File: src/rtl/rft_pkg.sv
// ----------------------------------------------------------------------------
// rft_pkg
// shared types and constants for the rail fence transposer
// ----------------------------------------------------------------------------
`default_nettype none

package rft_pkg;

    localparam int BYTE_W   = 8;
    localparam int ROW_W    = 8;
    localparam int STRIDE_W = ROW_W + 1;

    localparam logic [ROW_W-1:0] ROWS_RESET = 8'd3;

    typedef struct packed {
        logic [BYTE_W-1:0] in_byte;
        logic              in_last;
    } in_t;

    typedef struct packed {
        logic [BYTE_W-1:0] out_byte;
        logic              out_last;
        logic              overflow;
    } out_t;

endpackage

`default_nettype wire

File: src/rtl/rail_fence_transposer.sv
// ----------------------------------------------------------------------------
// rail_fence_transposer
// buffers a block of byte words and replays it in zigzag row order
// ----------------------------------------------------------------------------
// Usage: input words (in_data) arrive on a valid/ready channel, one byte each.
// Words are written into the block buffer, one per cycle, until a word with
// in_last set. Bytes past BLOCK_DEPTH are dropped and flagged in overflow.
// The last word starts the replay; in_ready stays low until the final result
// word (out_last) has been taken on the out_data valid/ready channel.
// A shared adder walks the zigzag index pattern: each result word passes an
// index check (ST_CAND) and an output state (ST_OUT), each stride advance adds
// an ST_ADV step, and each index past the block end adds another index check.
// Loading runs at one word per cycle. row_count of zero discards the block in
// the cycle the last word is taken; one row replays it unchanged.
// row_count is written through cfg_wr_en/cfg_wr_data; the user must write it only while idle (not enforced).
// Reset clears the fill count, the overflow flag and the sequencer, and sets
// row_count to 3. A stalled receiver simply holds the current result word;
// the sequencer waits with it.
// ----------------------------------------------------------------------------
`default_nettype none

module rail_fence_transposer #(
    parameter int BLOCK_DEPTH = 64
) (
    input  wire logic                      clk,
    input  wire logic                      rst_n,
    input  wire logic                      cfg_wr_en,
    input  wire logic [rft_pkg::ROW_W-1:0] cfg_wr_data,
    input  wire logic                      in_valid,
    output logic                           in_ready,
    input  wire rft_pkg::in_t              in_data,
    output logic                           out_valid,
    input  wire logic                      out_ready,
    output rft_pkg::out_t                  out_data
);

    import rft_pkg::*;

    localparam int AW = $clog2(BLOCK_DEPTH);
    localparam int LW = $clog2(BLOCK_DEPTH + 1);
    localparam int CW = LW + STRIDE_W + 1;

    typedef enum logic [3:0] {
        ST_LOAD = 4'b0001,
        ST_CAND = 4'b0010,
        ST_OUT  = 4'b0100,
        ST_ADV  = 4'b1000
    } state_t;

    state_t                state_reg, state_next;
    logic [ROW_W-1:0]      rows_reg, rows_next;
    logic [LW-1:0]         fill_reg, fill_next;
    logic                  drop_reg, drop_next;
    logic [LW-1:0]         len_reg, len_next;
    logic [LW-1:0]         cnt_reg, cnt_next;
    logic [LW-1:0]         j_reg, j_next;
    logic [ROW_W-1:0]      r_reg, r_next;
    logic [STRIDE_W-1:0]   pmr_reg, pmr_next;
    logic [STRIDE_W-1:0]   stride_reg, stride_next;
    logic                  phase_reg, phase_next;

    logic [BYTE_W-1:0]     mem [BLOCK_DEPTH];
    logic [BYTE_W-1:0]     rd_data_reg;

    logic                  in_fire;
    logic                  wr_en;
    logic                  rd_en;
    logic [CW-1:0]         add_b;
    logic [CW-1:0]         sum;
    logic                  sum_in;
    logic                  middle;
    logic [LW-1:0]         fill_after;
    logic [STRIDE_W-1:0]   stride_new;

    assign in_ready  = (state_reg == ST_LOAD);
    assign out_valid = (state_reg == ST_OUT);
    assign in_fire   = in_valid && in_ready;
    assign wr_en     = in_fire && (fill_reg != LW'(BLOCK_DEPTH));
    assign fill_after = wr_en ? LW'(fill_reg + LW'(1)) : fill_reg;

    assign out_data.out_byte = rd_data_reg;
    assign out_data.out_last = (LW'(cnt_reg + LW'(1)) == len_reg);
    assign out_data.overflow = drop_reg;

    assign middle = (r_reg != '0) && (r_reg != ROW_W'(rows_reg - ROW_W'(1)));
    assign stride_new = (rows_reg == ROW_W'(1)) ? STRIDE_W'(1)
                      : STRIDE_W'({rows_reg, 1'b0} - STRIDE_W'(2));

    // shared index adder
    always_comb
    begin
        if (state_reg == ST_ADV)
        begin
            add_b = CW'(stride_reg);
        end
        else if (phase_reg)
        begin
            add_b = CW'(pmr_reg);
        end
        else
        begin
            add_b = CW'(r_reg);
        end
    end

    assign sum    = CW'(j_reg) + add_b;
    assign sum_in = (sum < CW'(len_reg));
    assign rd_en  = (state_reg == ST_CAND) && sum_in;

    always_comb
    begin
        state_next  = state_reg;
        rows_next   = rows_reg;
        fill_next   = fill_reg;
        drop_next   = drop_reg;
        len_next    = len_reg;
        cnt_next    = cnt_reg;
        j_next      = j_reg;
        r_next      = r_reg;
        pmr_next    = pmr_reg;
        stride_next = stride_reg;
        phase_next  = phase_reg;

        if (cfg_wr_en)
        begin
            rows_next = cfg_wr_data;
        end

        unique case (state_reg)
            ST_LOAD:
            begin
                if (in_fire)
                begin
                    fill_next = fill_after;
                    if (!wr_en)
                    begin
                        drop_next = 1'b1;
                    end
                    if (in_data.in_last)
                    begin
                        if (rows_reg == '0)
                        begin
                            fill_next = '0;
                            drop_next = 1'b0;
                        end
                        else
                        begin
                            len_next    = fill_after;
                            cnt_next    = '0;
                            j_next      = '0;
                            r_next      = '0;
                            phase_next  = 1'b0;
                            stride_next = stride_new;
                            pmr_next    = stride_new;
                            state_next  = ST_CAND;
                        end
                    end
                end
            end
            ST_CAND:
            begin
                if (sum_in)
                begin
                    state_next = ST_OUT;
                end
                else if (!phase_reg && middle)
                begin
                    phase_next = 1'b1;
                end
                else
                begin
                    phase_next = 1'b0;
                    state_next = ST_ADV;
                end
            end
            ST_OUT:
            begin
                if (out_ready)
                begin
                    if (out_data.out_last)
                    begin
                        fill_next  = '0;
                        drop_next  = 1'b0;
                        state_next = ST_LOAD;
                    end
                    else
                    begin
                        cnt_next = LW'(cnt_reg + LW'(1));
                        if (!phase_reg && middle)
                        begin
                            phase_next = 1'b1;
                            state_next = ST_CAND;
                        end
                        else
                        begin
                            phase_next = 1'b0;
                            state_next = ST_ADV;
                        end
                    end
                end
            end
            ST_ADV:
            begin
                state_next = ST_CAND;
                if (sum_in)
                begin
                    j_next = sum[LW-1:0];
                end
                else
                begin
                    j_next   = '0;
                    r_next   = ROW_W'(r_reg + ROW_W'(1));
                    pmr_next = STRIDE_W'(pmr_reg - STRIDE_W'(1));
                end
            end
            default:
            begin
                state_next = ST_LOAD;
            end
        endcase
    end

    always_ff @(posedge clk or negedge rst_n)
    begin
        if (!rst_n)
        begin
            state_reg  <= ST_LOAD;
            rows_reg   <= ROWS_RESET;
            fill_reg   <= '0;
            drop_reg   <= 1'b0;
            len_reg    <= '0;
            cnt_reg    <= '0;
            j_reg      <= '0;
            r_reg      <= '0;
            pmr_reg    <= '0;
            stride_reg <= '0;
            phase_reg  <= 1'b0;
        end
        else
        begin
            state_reg  <= state_next;
            rows_reg   <= rows_next;
            fill_reg   <= fill_next;
            drop_reg   <= drop_next;
            len_reg    <= len_next;
            cnt_reg    <= cnt_next;
            j_reg      <= j_next;
            r_reg      <= r_next;
            pmr_reg    <= pmr_next;
            stride_reg <= stride_next;
            phase_reg  <= phase_next;
        end
    end

    // block buffer, one write and one registered read port
    always_ff @(posedge clk)
    begin
        if (wr_en)
        begin
            mem[fill_reg[AW-1:0]] <= in_data.in_byte;
        end
        if (rd_en)
        begin
            rd_data_reg <= mem[sum[AW-1:0]];
        end
    end

endmodule

`default_nettype wire
File: config.mk
export PLATFORM = sky130hd
export DESIGN_NAME = rail_fence_transposer
export DESIGN_NICKNAME = d
export VERILOG_FILES = /design/src/rtl/rft_pkg.sv /design/src/rtl/rail_fence_transposer.sv
export SDC_FILE = /design/constraint.sdc
export NUM_CORES = 1
export LEC_CHECK = 0
export BUFFER_PORTS_ARGS = -buffer_cell sky130_fd_sc_hd__buf_2
export CELL_PAD_IN_SITES_DETAIL_PLACEMENT = 0
export CELL_PAD_IN_SITES_GLOBAL_PLACEMENT = 1
export CORE_MARGIN = 1
export CORE_UTILIZATION = 28
export DETAILED_ROUTE_END_ITERATION = 6
export PLACE_DENSITY_LB_ADDON = 0.08
export SYNTH_ARGS = -nofsm -noshare
export SYNTH_HDL_FRONTEND = slang
export SYNTH_SLANG_ARGS = --single-unit
File: constraint.sdc
create_clock -name clk -period 10.3 [get_ports clk]
set_input_delay 1.545 -clock clk [delete_from_list [all_inputs] [get_ports clk]]
set_output_delay 1.545 -clock clk [all_outputs]
set_load 0.005 [all_outputs]
Word level (Yosys, flattened, before mapping)
Memories as Yosys holds them, arrays and structs flattened. A register that Yosys moved wholly into a read port is not among the register bits. Index checks and enable logic that the tools add are counted.

Register bits: 68. RAM bits: 512. Input bits: 22. Output and inout port bits: 12. Word-level logic and storage cells: 110. Memories kept: 1.

Add/sub/neg operators: 7. Order comparisons: 1. Equality and inequality tests: 17. Mux-type cells: 54. Bitwise logic cells: 1. Reductions and logical operators: 18.

Memories: mem (depth 64, width 8, read ports 1, clocked after Yosys merged registers in 1, write ports 1, RTL line rail_fence_transposer.sv:62) `logic [BYTE_W-1:0] mem [BLOCK_DEPTH];`.

Operator list (number): 7-bit 2-to-1 mux (12); 9-bit 2-to-1 mux (6); 7-bit case mux with 2 select lines (3); 4-bit 2-to-1 mux (8); 8-bit 2-to-1 mux (4); 9-bit case mux with 2 select lines (1); 7-bit by 17-bit adder with 17-bit output (1); 17-bit by 7-bit < comparator with 1-bit output (1); 17-bit 2-to-1 mux (1); 4-bit case mux with 4 select lines (1); 8-bit case mux with 2 select lines (1); 1-bit 2-to-1 mux (15); 7-bit by 1-bit adder with 7-bit output (second input constant) (2); 4-bit AND reduction (3); 5-bit AND reduction (2); 9-bit by 1-bit subtractor with 9-bit output (second input constant) (1); 9-bit by 2-bit subtractor with 9-bit output (second input constant) (1); 8-bit by 1-bit adder with 8-bit output (second input constant) (1); 8-bit by 1-bit == test with 1-bit output (second input constant) (1); 8-bit logical NOT (1); 2-bit by 1-bit inequality test with 1-bit output (second input constant) (4); 2-bit inequality test (second input constant) (4); 8-bit inequality test (1); 8-bit nonzero test (1); other kinds (17) (22).

Logic depth before layout (Yosys ltp)
Depth in word-level cells: 8. Mapped depth: 21. Mapped depth without buffers: 18.

Worst setup path before layout
OpenSTA, ideal clock, no wires.

Path kind: register to register. Start point: reg state_reg[1]. End point: reg phase_reg. Setup time: 0.087 ns. Arrival: 5.190 ns. Data required time: 10.213 ns. Slack: 5.023 ns. Stages on the path, launching flop included: 17. Buffers on the path: 4. Period minus slack after synthesis: 5.277 ns. Path through: dfrtp_1 -> nor4b_2 -> clkbuf_1 -> buf_1 -> o21ai_0 -> ha_1 -> o21ai_0 -> or2_2 -> o311ai_0 -> clkbuf_1 -> clkbuf_1 -> ha_1 -> o2111ai_1 -> or3b_4 -> nor3_1 -> o21ai_0 -> o211ai_1.

Cells in the longest elaborated chain, start to end: 6. Elaborated cells between the ends (all ways): 17. Classes of those cells: 1 x add/sub; 1 x order compare; 10 x eq/ne; 2 x mux; 3 x reduce/logical.

RTL lines: start: declaration (RTL line rail_fence_transposer.sv:50) `state_t state_reg, state_next;`; start signal: assignment (RTL line rail_fence_transposer.sv:241) `state_reg <= state_next;`; 4-bit == test (RTL line rail_fence_transposer.sv:92) `if (state_reg == ST_ADV)`; 17-bit 2-to-1 mux (RTL line rail_fence_transposer.sv:92); 7-bit by 17-bit adder with 17-bit output (RTL line rail_fence_transposer.sv:106) `assign sum = CW'(j_reg) + add_b;`; 17-bit by 7-bit < comparator with 1-bit output (RTL line rail_fence_transposer.sv:107) `assign sum_in = (sum < CW'(len_reg));`; 2-bit inequality test (no source line); 7-bit AND reduction (no source line); end signal: assignment (RTL line rail_fence_transposer.sv:251) `phase_reg <= phase_next;`; end: declaration (RTL line rail_fence_transposer.sv:60) `logic phase_reg, phase_next;`.

Parallel ways exist; a longest one is shown, timed or not. A chain may end at the register's enable or synchronous reset.

Worst setup path in the final report
Same ends and word-level chain as after synthesis.

==> impl_metrics.ini <==
[outcome]
status = completed

[setup_path]
path_class = reg2reg
end_kind = flip-flop
arrival_ps = 6610
crit_fanout = 24
start_kind = flip-flop
required_ps = 10840

[synth]
ys_seq_area_share_pct = 70.2
netlist_instances = 1527
synth_edf_count = 520
yosysWarningCount = 0
synth_fp_nets = 1572
ys.flop_type = edfxtp_1
synth_cell_types = 70
synth.area.top_cells = edfxtp_1, mux4_2, dfrtp_1, nand2_1, nand3_1
syn_area_mm2 = 0.0247
ys_async_sr_fraction_pct = 11.6
synth.largest_area_cell = edfxtp_1
yosysTopAreaCellShare_pct = 63.3
syn_area_per_cell_um2 = 16.2
ys_ff_latch = 588

[route]
drc = 0
first_iter_violations = 996
firstDrtPassIters = 5
vias = 13600
drt-vias-per-instance = 4.88
drt-total-wl_mm = 70.1
wire_per_inst_um = 25.2
postRouteAntennaNets = 0

[layout]
fin_nets = 1616
seq_area_mm2 = 0.0173
layout-drive-gt1-share_pct = 19.4
antenna_cells = 0
utilization_pct = 32.8
largest_reg_flops = 512
fill_cells = 8477
area_growth_pct = 15.8
layout.cells.non_filler = 2778
multi_input_area_mm2 = 0.00698

[clock_network]
clk_latency_ps = 620
numCtsBuffers = 72
cts_resized = 0
cts_root_buf = clkbuf_16
cts_hold_buf = 0
cts_tree = yes
cts_setup_buffers = 0
clock-sinks = 588
h-tree-depth = 3
path_clk_slew_ps = 60
cts_max_path_buffers = 3

[die]
io_pins = 34
die_y_um = 299
initial_utilization_pct = 28.4
core_region_area_mm2 = 0.0870
rows = 108
chipWidth_um = 299
fp.dieArea_mm2 = 0.0893

[global_route]
grt_pass1_wl_mm = 103
grt-ovfl-total = 0
grt_usage_pct = 15.9
grt_pass1_vias = 14100
antenna_found_initial = 2
grt_max_degree = 100

[place]
dp_hpwl_mm = 42.0
dp.cells = 2652
gp_congestion = 0.727
numPortBuffers = 33

[power]
p_leak_nw = 9.24
peakVddDrop_uv = 149
powerDensity_mw_per_mm2 = 250
total_power_mw = 7.16

[sta]
max-slew-margin-rel_pct = 28.0
final.setup.tns_ps = 0
rsz0062_at_grt = false
min_period_over_period_pct = 59.0
finClkSkew_ps = 18.4
hold_viol = 0
post-route-min-period_ps = 6070
fmax_mhz = 165
drv_slew = 0
setup_violations = 0
worst_pin_slew_ps = 1070

[worst_hold_path]
hold_class = reg2reg

[job]
cap_violations = 0
-- synthesized netlist by cell type, types with 4 or more instances --
master and number:
a21oi_1 33, and2_1 4, xnor2_1 24, a31oi_1 9, nand4_1 15, edfxtp_1 520
a211o_1 4, dfrtp_1 65, mux2i_1 15, o21ai_0 38, nand3b_1 6, and3_1 6
nor3b_1 5, nor2b_1 5, inv_1 25, o31ai_1 9, mux2_2 10, or3_1 12
xor2_1 7, buf_2 18, nand2_1 185, ha_1 22, nor2_1 100, clkbuf_1 57
nand3_1 89, a22o_1 10, a211oi_1 6, mux4_2 129, o22ai_1 9, nor3_1 16
a21o_1 13
-- kinds of logic after synthesis --
logic type | synth area share, %
compound gates | 4.20
xor+xnor | 1.17
fa+ha+maj | 1.20
buf+inv | 1.75
flops | 70.2
mux | 12.9
simple gates | 8.60
-- worst paths after layout --
kind,start,end,slack [ps],depth (start not counted)
max in group asynchronous,rst_n,j_reg[0]$_DFFE_PN0P_,8570,1
worst max register to register,state_reg[1]$_DFFE_PN0P_,phase_reg$_DFFE_PN0P_,4230,17
worst min-delay path,stride_reg[3]$_DFFE_PN0P_,stride_reg[3]$_DFFE_PN0P_,480,2
worst max-delay path,state_reg[1]$_DFFE_PN0P_,phase_reg$_DFFE_PN0P_,4230,17
worst min register to register,stride_reg[3]$_DFFE_PN0P_,stride_reg[3]$_DFFE_PN0P_,480,2
min in group asynchronous,rst_n,rows_reg[6]$_DFFE_PN0P_,1080,1
-- worst max-delay path, stage by stage, from the launching register on --
cell and delay, ps:
dfrtp_1 460, nor4b_4 260, buf_4 300, o21ai_0 200, ha_4 210, fa_4 500
nand3_1 100, nand2_1 120, xnor2_1 800, inv_1 500, ha_1 440, a211oi_1 190
o21ai_0 120, o2111ai_1 150, or3b_4 440, nor3_2 810, o21ai_0 220, o211ai_1 140
-- per-stage QoR --
step           hold WS [ps]  setup slack, ps  instance area (um^2)
2_1_floorplan           446             5020                 24700
3_3_place_gp            483             4260                 26200
3_5_place_dp            470             4080                 26200
4_1_cts                 486             4040                 28600
5_1_grt                 514             3710                 28600
6_report                484             4230                 28600
-- per-layer routing --
metal  part of all wire, %  track usage (%)  up-vias
met2                    45             24.0      257
met3                   3.7             2.57       88
met5                     0                0        -
met1                    49             23.6     7155
li1                      -                -     6051
met4                   2.1             4.07        0
-- report_power, final --
part / total [mW] / internal, mW / switching [mW]
Combinational: 1.69 / 0.686 / 1.00
Sequential: 2.84 / 2.72 / 0.121
Clock: 2.63 / 1.60 / 1.03
-- cell type report --
class | instances | area share, %
repair buffers | 51 | 1.15
flip-flops and latches | 588 | 60.6
well taps | 1155 | 5.06
multi-input cells | 832 | 24.4
clock buffers | 90 | 6.69
inverters | 26 | 0.341
clock inverters | 36 | 1.75
-- cell usage in the layout (no fill, tap or decap), types with 7 or more instances in the layout --
| cell type | instances |
|---|---|
| a21o_1 | 13 |
| a21oi_1 | 33 |
| a22o_1 | 10 |
| a31oi_1 | 9 |
| buf_2 | 32 |
| buf_4 | 17 |
| bufinv_16 | 11 |
| clkbuf_1 | 16 |
| clkbuf_16 | 74 |
| clkinv_1 | 10 |
| clkinv_2 | 8 |
| dfrtp_1 | 65 |
| edfxtp_1 | 520 |
| ha_1 | 21 |
| inv_1 | 25 |
| mux2_2 | 10 |
| mux2i_1 | 15 |
| mux4_2 | 129 |
| nand2_1 | 185 |
| nand3_1 | 89 |
| nand4_1 | 15 |
| nor2_1 | 100 |
| nor3_1 | 15 |
| o21ai_0 | 38 |
| o22ai_1 | 9 |
| o31ai_1 | 9 |
| or3_1 | 12 |
| xnor2_1 | 24 |
| xor2_1 | 7 |
(Power assumes the default switching activity.)
